--- src/rtl/dst_pkg.sv ---
// Shared types, codes and defaults for the subscriber table.
// No dependencies; the top level and the checker import it.
package dst_pkg;

  localparam int TABLE_DEPTH_DEF = 16;
  localparam int KEY_BYTES_DEF   = 16;
  localparam int CAP_W           = 5;
  localparam int LEN_W           = 5;
  localparam int TOTAL_W         = 5;
  localparam logic [CAP_W-1:0] CAP_RESET = 5'd16;

  localparam logic CMD_ADD    = 1'b0;
  localparam logic CMD_REMOVE = 1'b1;

  typedef enum logic [2:0] {
    ST_ADDED     = 3'd0,
    ST_DUPLICATE = 3'd1,
    ST_FULL      = 3'd2,
    ST_REMOVED   = 3'd3,
    ST_NOT_FOUND = 3'd4
  } status_t;

  typedef enum logic [1:0] {
    S_IDLE,
    S_SCAN,
    S_SHIFT,
    S_DONE
  } state_t;

  typedef struct packed {
    logic             command;
    logic [63:0]      key_low;
    logic [63:0]      key_high;
    logic [LEN_W-1:0] key_length;
  } in_beat_t;

  typedef struct packed {
    status_t            status;
    logic [TOTAL_W-1:0] entry_total;
  } out_beat_t;

endpackage

--- src/rtl/dedup_subscriber_table_top.sv ---
// Top level of the deduplicating subscriber table.
// Uses dst_pkg and dst_key_cmp; entries live in one synchronous memory.
//
//  channel | ports                               | accepted when
//  input   | in_valid, in_stall, in_data         | in_valid && !in_stall
//  result  | out_valid, out_stall, out_data      | out_valid && !out_stall
//  config  | cfg_we, cfg_wdata (capacity)        | cfg_we
//
// One command at a time: a full add goes straight to loading its result; else the
// scan reads one entry a cycle, a remove that finds its key then shifts later entries
// down one place, and the result is loaded last.
// Reset empties the table at once; no clearing pass.
// A stalled result holds in the output register while the next command is taken.
module dedup_subscriber_table_top #(
  parameter int TABLE_DEPTH = dst_pkg::TABLE_DEPTH_DEF,
  parameter int KEY_BYTES   = dst_pkg::KEY_BYTES_DEF
) (
  input  logic                     clk,
  input  logic                     rst_n,
  input  logic                     in_valid,
  output logic                     in_stall,
  input  dst_pkg::in_beat_t        in_data,
  output logic                     out_valid,
  input  logic                     out_stall,
  output dst_pkg::out_beat_t       out_data,
  input  logic                     cfg_we,
  input  logic [dst_pkg::CAP_W-1:0] cfg_wdata
);

  import dst_pkg::*;

  localparam int KW = 8 * KEY_BYTES;
  localparam int EW = LEN_W + KW;
  localparam int CW = $clog2(TABLE_DEPTH + 1);
  localparam int IW = (TABLE_DEPTH > 1) ? $clog2(TABLE_DEPTH) : 1;
  localparam int MW = CW + CAP_W;

  // Control state
  state_t           state_r, state_nxt;
  logic [CW-1:0]    cnt_r, cnt_nxt;
  logic [CAP_W-1:0] cap_r;
  logic             out_vld_r, out_vld_nxt;
  logic             pend_r, pend_nxt;

  // Working registers for the current command
  logic             cmd_r, cmd_nxt;
  logic [KW-1:0]    key_r, key_nxt;
  logic [LEN_W-1:0] len_r, len_nxt;
  logic [CW-1:0]    idx_r, idx_nxt;
  logic [IW-1:0]    pidx_r, pidx_nxt;
  logic [IW-1:0]    at_r, at_nxt;
  logic             found_r, found_nxt;
  status_t          st_r, st_nxt;
  out_beat_t        out_data_r, out_data_nxt;

  // Memory port
  logic [EW-1:0]    mem [TABLE_DEPTH];
  logic [EW-1:0]    rdata_r;
  logic [IW-1:0]    rd_addr;
  logic             mem_we;
  logic [IW-1:0]    wr_addr;
  logic [EW-1:0]    wr_data;

  // Derived conditions
  logic             in_acc;
  logic             tbl_full;
  logic [MW-1:0]    eff_cap;
  logic             issue;
  logic             walk_end;
  logic             key_eq;
  logic             hit;
  logic [KW-1:0]    in_key;

  assign in_acc   = in_valid && !in_stall;
  assign in_stall = state_r != S_IDLE;
  assign out_valid = out_vld_r;
  assign out_data  = out_data_r;
  assign in_key    = KW'({in_data.key_high, in_data.key_low});

  // Effective capacity is the smaller of the register and the depth
  assign eff_cap  = (MW'(cap_r) < MW'(TABLE_DEPTH)) ? MW'(cap_r) : MW'(TABLE_DEPTH);
  assign tbl_full = MW'(cnt_r) >= eff_cap;

  assign issue    = idx_r < cnt_r;
  assign walk_end = !issue && !pend_r;
  assign rd_addr  = idx_r[IW-1:0];

  dst_key_cmp #(
    .KEY_BYTES(KEY_BYTES)
  ) u_cmp (
    .key_a(rdata_r[KW-1:0]),
    .key_b(key_r),
    .equal(key_eq)
  );

  // Add matches on length and key; remove on key alone
  assign hit = pend_r && key_eq &&
               ((cmd_r == CMD_REMOVE) || (rdata_r[EW-1:KW] == len_r));

  // Write and read the entry memory
  always_ff @(posedge clk) begin
    if (mem_we) begin
      mem[wr_addr] <= wr_data;
    end
    rdata_r <= mem[rd_addr];
  end

  // Next state
  always_comb begin
    state_nxt = state_r;
    case (state_r)
      S_IDLE: begin
        if (in_acc) begin
          state_nxt = (in_data.command == CMD_ADD && tbl_full) ? S_DONE : S_SCAN;
        end
      end
      S_SCAN: begin
        if (cmd_r == CMD_ADD && hit) begin
          state_nxt = S_DONE;
        end else if (walk_end) begin
          state_nxt = (cmd_r == CMD_REMOVE && found_r) ? S_SHIFT : S_DONE;
        end
      end
      S_SHIFT: begin
        if (walk_end) begin
          state_nxt = S_DONE;
        end
      end
      S_DONE: begin
        if (!out_vld_r || !out_stall) begin
          state_nxt = S_IDLE;
        end
      end
      default: state_nxt = S_IDLE;
    endcase
  end

  // Datapath and outputs
  always_comb begin
    cnt_nxt      = cnt_r;
    cmd_nxt      = cmd_r;
    key_nxt      = key_r;
    len_nxt      = len_r;
    idx_nxt      = idx_r;
    pidx_nxt     = pidx_r;
    at_nxt       = at_r;
    found_nxt    = found_r;
    st_nxt       = st_r;
    out_data_nxt = out_data_r;
    out_vld_nxt  = out_vld_r;
    pend_nxt     = 1'b0;
    mem_we       = 1'b0;
    wr_addr      = cnt_r[IW-1:0];
    wr_data      = {len_r, key_r};

    // Drop the result once taken
    if (out_vld_r && !out_stall) begin
      out_vld_nxt = 1'b0;
    end

    case (state_r)
      S_IDLE: begin
        if (in_acc) begin
          cmd_nxt   = in_data.command;
          key_nxt   = in_key;
          len_nxt   = in_data.key_length;
          idx_nxt   = '0;
          found_nxt = 1'b0;
          st_nxt    = ST_FULL;
        end
      end
      S_SCAN: begin
        // Advance the read pointer, one entry a beat
        if (issue) begin
          idx_nxt  = idx_r + CW'(1);
          pend_nxt = 1'b1;
          pidx_nxt = idx_r[IW-1:0];
        end
        if (hit) begin
          if (cmd_r == CMD_ADD) begin
            st_nxt   = ST_DUPLICATE;
            pend_nxt = 1'b0;
          end else begin
            found_nxt = 1'b1;
            at_nxt    = pidx_r;
          end
        end
        if (walk_end) begin
          if (cmd_r == CMD_ADD) begin
            mem_we  = 1'b1;
            cnt_nxt = cnt_r + CW'(1);
            st_nxt  = ST_ADDED;
          end else if (found_r) begin
            idx_nxt = CW'(at_r) + CW'(1);
          end else begin
            st_nxt = ST_NOT_FOUND;
          end
        end
      end
      S_SHIFT: begin
        // Read entry i+1, write it back at i on the next beat
        if (issue) begin
          idx_nxt  = idx_r + CW'(1);
          pend_nxt = 1'b1;
          pidx_nxt = idx_r[IW-1:0];
        end
        if (pend_r) begin
          mem_we  = 1'b1;
          wr_addr = pidx_r - IW'(1);
          wr_data = rdata_r;
        end
        if (walk_end) begin
          cnt_nxt = cnt_r - CW'(1);
          st_nxt  = ST_REMOVED;
        end
      end
      S_DONE: begin
        if (!out_vld_r || !out_stall) begin
          out_data_nxt.status      = st_r;
          out_data_nxt.entry_total = TOTAL_W'(cnt_r);
          out_vld_nxt              = 1'b1;
        end
      end
      default: begin
        pend_nxt = 1'b0;
      end
    endcase
  end

  // Control registers
  always_ff @(posedge clk) begin
    if (!rst_n) begin
      state_r   <= S_IDLE;
      cnt_r     <= '0;
      cap_r     <= CAP_RESET;
      out_vld_r <= 1'b0;
      pend_r    <= 1'b0;
    end else begin
      state_r   <= state_nxt;
      cnt_r     <= cnt_nxt;
      out_vld_r <= out_vld_nxt;
      pend_r    <= pend_nxt;
      if (cfg_we) begin
        cap_r <= cfg_wdata;
      end
    end
  end

  // Payload registers
  always_ff @(posedge clk) begin
    cmd_r      <= cmd_nxt;
    key_r      <= key_nxt;
    len_r      <= len_nxt;
    idx_r      <= idx_nxt;
    pidx_r     <= pidx_nxt;
    at_r       <= at_nxt;
    found_r    <= found_nxt;
    st_r       <= st_nxt;
    out_data_r <= out_data_nxt;
  end

endmodule

--- src/rtl/dst_key_cmp.sv ---
// Key comparator: bytewise match that stops at the first byte zero in both keys.
// Depends on nothing but its parameter.
module dst_key_cmp #(
  parameter int KEY_BYTES = 16
) (
  input  logic [8*KEY_BYTES-1:0] key_a,
  input  logic [8*KEY_BYTES-1:0] key_b,
  output logic                   equal
);

  logic [KEY_BYTES-1:0] byte_eq;
  logic [KEY_BYTES-1:0] byte_end;

  // Flag each byte: equal, and equal and zero (terminator)
  always_comb begin
    for (int i = 0; i < KEY_BYTES; i++) begin
      byte_eq[i]  = key_a[8*i +: 8] == key_b[8*i +: 8];
      byte_end[i] = byte_eq[i] && (key_a[8*i +: 8] == 8'd0);
    end
  end

  // A byte counts only if no shared terminator came before it
  always_comb begin
    logic stopped;
    stopped = 1'b0;
    equal   = 1'b1;
    for (int i = 0; i < KEY_BYTES; i++) begin
      if (!stopped && !byte_eq[i]) begin
        equal = 1'b0;
      end
      stopped = stopped | byte_end[i];
    end
  end

endmodule

--- config.mk ---
export PLATFORM = sky130hd
export DESIGN_NAME = dedup_subscriber_table_top
export DESIGN_NICKNAME = d
export VERILOG_FILES = /design/src/rtl/dst_pkg.sv /design/src/rtl/dedup_subscriber_table_top.sv /design/src/rtl/dst_key_cmp.sv
export SDC_FILE = /design/constraint.sdc
export NUM_CORES = 2
export LEC_CHECK = 0
export ABC_AREA = 0
export BUFFER_PORTS_ARGS = -buffer_cell sky130_fd_sc_hd__buf_2
export CORE_ASPECT_RATIO = 2
export CORE_MARGIN = 2
export CORE_UTILIZATION = 40
export DETAILED_ROUTE_END_ITERATION = 10
export GPL_ROUTABILITY_DRIVEN = 0
export GPL_TIMING_DRIVEN = 0
export PLACE_DENSITY = 0.53
export SLEW_MARGIN = 20
export SYNTH_ARGS = -nofsm -noshare
export SYNTH_HDL_FRONTEND = slang
export SYNTH_SLANG_ARGS = --single-unit
--- constraint.sdc ---
create_clock -name clk -period 14.65 [get_ports clk]
set_input_delay 1.465 -clock clk [delete_from_list [all_inputs] [get_ports clk]]
set_output_delay 1.465 -clock clk [all_outputs]
set_load 0.005 [all_outputs]
== Word level (Yosys, flattened, before mapping) ==
Memories as Yosys holds them, arrays and structs flattened. A register that Yosys moved wholly into a read port is not among the register bits.
Cells that the tools add are included.
Storage, ports and cells
  bits in registers: 173
  word-level logic and storage cells: 237
  memories kept: 1
  output and inout bits: 10
  bits of input ports: 144
  RAM bits: 2128
Memory list
  mem: words 16, bits a word 133, rd ports 1, clocked after memory_dff 1, wr ports 1, line dedup_subscriber_table_top.sv:57  | logic [EW-1:0] mem [TABLE_DEPTH];
Operators by class
  eq/ne operators: 28
  $add $sub $neg: 5
  order comparisons: 3
  muxes and demuxes: 64
  bitwise logic cells: 16
  reduce and logical (&&, ||, !) cells: 105
Operator list (number)
  133-bit 2-to-1 mux: 2
  8-bit == test: 16
  8-bit zero test: 15
  5-bit 2-to-1 mux: 9
  1-bit logical AND: 38
  1-bit zero test: 35
  1-bit 2-to-1 mux: 31
  3-bit 2-to-1 mux: 7
  5-bit case mux with 3 select lines: 1
  2-bit != test, second input constant: 7
  1-bit OR: 14
  2-bit 2-to-1 mux: 6
  4-bit AND reduction: 3
  5-bit by 1-bit adder with 5-bit output, second input constant: 2
  5-bit case mux with 2 select lines: 1
  3-bit case mux with 3 select lines: 1
  4-bit 2-to-1 mux: 2
  2-bit case mux with 4 select lines: 1
  2-bit AND reduction: 4
  1-bit case mux with 2 select lines: 3
  3-bit AND reduction: 2
  2-bit nonzero test: 3
  4-bit by 1-bit adder with 5-bit output, second input constant: 1
  5-bit == test: 1
  other kinds (13): 16

== Longest topological paths before layout ==
  depth after elaboration: 26
  depth in mapped cells: 12
  gate-level depth less buffers: 11

== By module ==
A second synthesis with hierarchy kept.
Second synthesis, totals
  cells, all modules: 4134
  area total of the unflattened synthesis: 92164.6 sq um
By module, submodules not included
  dedup_subscriber_table_top: cells an instance 3899, sequential area each 71618.7 sq um, times used 1, area an instance 90406.7 sq um
  dst_key_cmp: cells an instance 235, sequential area each 0.0 sq um, times used 1, area an instance 1757.9 sq um

== Worst setup path after synthesis ==
OpenSTA, ideal clock, no wires.
  path type: register to register
  start: register cnt_r[1]
  end: memory mem[3][0] in the netlist's numbering (enable)
  setup time: 0.787 ns
  data required time: 13.863 ns
  arrival time: 10.947 ns
  path slack: 2.917 ns
  cell stages (with the launch flop): 10
  clock period less this slack: 11.733 ns
  path buffers: 0
  cell sequence: dfxtp_1 > inv_1 > ha_1 > a21o_1 > a21o_1 > a21o_2 > a21oi_4 > o41ai_2 > o2111ai_1 > nor3_1
On the way
  cells in the longest elaborated chain, start to end: 7
  elaborated cells between the ends (all ways): 9
  those cells by class: order compare (1); mux (6); reduce/logical (2)
RTL lines
  start, declared: line dedup_subscriber_table_top.sv:40  | logic [CW-1:0] cnt_r, cnt_nxt;
  start signal, assigned: line dedup_subscriber_table_top.sv:240  | cnt_r <= cnt_nxt;
  5-bit less-than comparator: line dedup_subscriber_table_top.sv:84  | assign issue = idx_r < cnt_r;
  1-bit zero test: line dedup_subscriber_table_top.sv:85  | assign walk_end = !issue && !pend_r;
  1-bit logical AND: line dedup_subscriber_table_top.sv:85
  1-bit 2-to-1 mux: line dedup_subscriber_table_top.sv:188  | if (walk_end) begin
  1-bit case mux with 2 select lines: line dedup_subscriber_table_top.sv:161  | case (state_r)
  1-bit 2-to-1 mux: line dedup_subscriber_table_top.sv:102  | if (mem_we) begin
  1-bit 2-to-1 mux (not written as such): line dedup_subscriber_table_top.sv:103  | mem[wr_addr] <= wr_data;
  end, declared: line dedup_subscriber_table_top.sv:57
Parallel ways exist; a longest one is shown, timed or not.

== Worst setup path in the final report ==
  start: register cnt_r[1]
  end: memory mem[3][72] in the netlist's numbering (enable)
The elaborated chain is that of the path after synthesis.

==> flow_summary.json <==
{
  "clk_pin_slew_ps": 60,
  "layout_commonest_cell": "edfxtp_1",
  "numClockSinks": 2434,
  "antenna_found_initial": 5,
  "fin_crit_ps": 5330,
  "initial_core_util_pct": 40.1,
  "synth_flop_cell": "edfxtp_1",
  "path_delay_family": "buffers and inverters",
  "grtUsageTotal_pct": 20.0,
  "ys_types": 54,
  "die_h_um": 682,
  "grt_pass1_vias": 44400,
  "final_util_pct": 47.1,
  "synth.avg_cell_area_um2": 23.9,
  "max_stage_delay_ps": 800,
  "crit_fanout": 8,
  "num_vias": 42700,
  "status": "complete, no violations",
  "endpoint_kind": "flop",
  "drv_slew": 0,
  "slew-limit-headroom_pct": 23.2,
  "cp.arrival_ps": 5860,
  "drive_gt1_share_pct": 34.8,
  "hold_violations": 0,
  "cts_tree": "done",
  "hpwl_mm": 152,
  "drtPass1Iterations": 7,
  "syn-num-nets": 4013,
  "cpMostUsedCell": "buf_4",
  "worst_pin_slew_ps": 1150,
  "vias_per_cell": 5.60,
  "layout_common_cells": "edfxtp_1 (2287), mux4_2 (665), clkbuf_16 (229), buf_2 (215), dfxtp_1 (147)",
  "cts.repair.resized": 0,
  "fin_area_mm2": 0.108,
  "drc": 0,
  "ir_drop_v": 0.000108,
  "grt_max_degree": 40,
  "gr-total-overflow": 0,
  "cp.depth": 16,
  "synth-async-reset-ratio_pct": 0,
  "drt-total-wl_mm": 233,
  "ant_nets": 0,
  "syn2layout_area_growth_pct": 17.2,
  "numCtsBuffers": 224,
  "path_class": "flop to flop",
  "syn-instance-count": 3849,
  "cp.required_ps": 15190,
  "clockRootBuffer": "clkbuf_16",
  "clockBufferDepth": 4,
  "maxCapViolations": 0,
  "power.leakage_nw": 33.4,
  "core_mm2": 0.229,
  "crit_buf_inv": 8,
  "start_kind": "flop",
  "hold_buffers": 0,
  "synth-seq-cells": 2434,
  "core.rowCount": 249,
  "fin_worst_skew_ps": 53.5,
  "yosysSeqAreaShare_pct": 77.8,
  "post_cts_buffers": 0,
  "fin_cells": 7625,
  "ios": 154,
  "grt_pass1_wl_mm": 330,
  "placedCellCount": 7208,
  "dpl_cell_area_mm2": 0.100,
  "p_per_area_mw_per_mm2": 175,
  "crit_slowest_cell": "nor3_2",
  "hold_path_class": "flop to flop",
  "io_buffers": 152,
  "fmax_mhz": 188,
  "hold_depth": 0,
  "setup_viol": 0,
  "insertion_delay_ps": 870,
  "fin_nets": 4588,
  "period_share_pct": 36.4,
  "rsz0062_at_grt": "no",
  "yosysWarnings": 0,
  "synth_edf_count": 2287,
  "cts_max_level": 4,
  "r2r_cells": 16,
  "netlist_area_mm2": 0.0920,
  "drt_iter0_drc": 4249,
  "crit_path_cell_trace": "inv_1 > ha_1 > a21o_1 > a21o_1 > a21o_2 > a21oi_4 > o41ai_2 > o2111ai_2 > nor3_2 > buf_4 > buf_6 > buf_4 > buf_4 > buf_4 > buf_4 > buf_4",
  "wl_per_cell_um": 30.6,
  "fillers": 18900,
  "r2r_setup_slack_ps": 9320,
  "dieArea_mm2": 0.234,
  "die_w_um": 343
}
-- through the flow --
step	hold slack (ps)	setup WS (ps)	TNS (ps)	power, mW
after floorplan	426	2920	0	11.7
after global placement	458	-12840	-9439470	13.1
after detailed placement	453	9360	0	13.2
after CTS	468	9340	0	19.1
after global routing	487	9140	0	19.6
final	469	9320	0	18.9
-- sequential cells by signal (all words and copies together), names as in the netlist --
name,flops
cap_r,5
out_data,8
key_r,128
cmd_r,1
out_valid,1
cnt_r,5
found_r,1
st_r,3
state_r,2
idx_r,5
len_r,5
mem,2128
rdata_r,133
at_r,4
pend_r,1
pidx_r,4
-- power breakdown --
part	switching [mW]	internal, mW
clock network	2.53	3.40
logic	2.29	1.97
registers	0.334	8.35
-- cell type report --
| class | count | area (um^2) | area share (%) |
|---|---|---|---|
| Buffer | 172 | 759 | 0.704 |
| Inverter | 17 | 63.8 | 0.0591 |
| Tap cell | 3012 | 3770 | 3.49 |
| Multi-Input combinational cell | 1226 | 19800 | 18.3 |
| Antenna cell | 8 | 20.0 | 0.0186 |
| Sequential cell | 2434 | 71600 | 66.4 |
| Clock inverter | 113 | 1220 | 1.13 |
| Clock buffer | 294 | 6170 | 5.72 |
| Timing Repair Buffer | 349 | 4500 | 4.17 |
-- kinds of logic after synthesis --
group | count (synthesis) | share of synthesized area (%)
DFF | 2434 | 77.8
xor gates and xnor gates | 146 | 1.39
muxes | 807 | 18.0
adders and majority gates | 20 | 0.280
buffers and inverters | 189 | 0.854
AOI/OAI and AO/OA | 73 | 0.620
and+or+nand+nor | 180 | 1.03
-- final timing paths --
| check | start | to |
|---|---|---|
| setup / recovery | cnt_r[1] | mem[3][72] |
| hold / removal | st_r[0] | out_data[5] |
| hold reg to reg | st_r[0] | out_data[5] |
| setup reg to reg | cnt_r[1] | mem[3][72] |
-- cells in the mapped netlist (all sizes together), types with 2 or more instances --
master / n / share of area (%)
buf: 67 / 0.36
a21oi: 13 / 0.083
a2111oi: 2 / 0.060
o31ai: 4 / 0.038
and3: 2 / 0.014
mux2i: 9 / 0.098
nor3: 15 / 0.087
o31a: 2 / 0.019
or2: 2 / 0.014
nand2b: 3 / 0.020
and2: 7 / 0.048
a211oi: 3 / 0.024
or3: 2 / 0.014
xnor2: 133 / 1.3
o21a: 7 / 0.057
or4: 6 / 0.049
inv: 16 / 0.065
nor2b: 7 / 0.048
nor2: 32 / 0.13
o211ai: 5 / 0.046
mux2: 133 / 1.6
edfxtp: 2287 / 75
a21o: 8 / 0.067
mux4: 665 / 16
a21boi: 3 / 0.024
ha: 19 / 0.26
xor2: 13 / 0.12
nand4: 31 / 0.21
a31oi: 2 / 0.014
clkbuf: 105 / 0.43
dfxtp: 147 / 3.2
nand3: 11 / 0.060
nand2: 31 / 0.13
nor4: 31 / 0.21
o21ai: 15 / 0.082
-- per-layer routing --
metal / track usage [%] / part of all wire (%) / up-vias
li1: - / - / 17600
met1: 26.9 / 41 / 23300
met2: 34.0 / 51 / 1506
met3: 2.96 / 6.0 / 338
met4: 5.31 / 2.6 / 2
met5: 0 / 0.0056 / -
No activity file was read; power rests on OpenSTA's default activity.
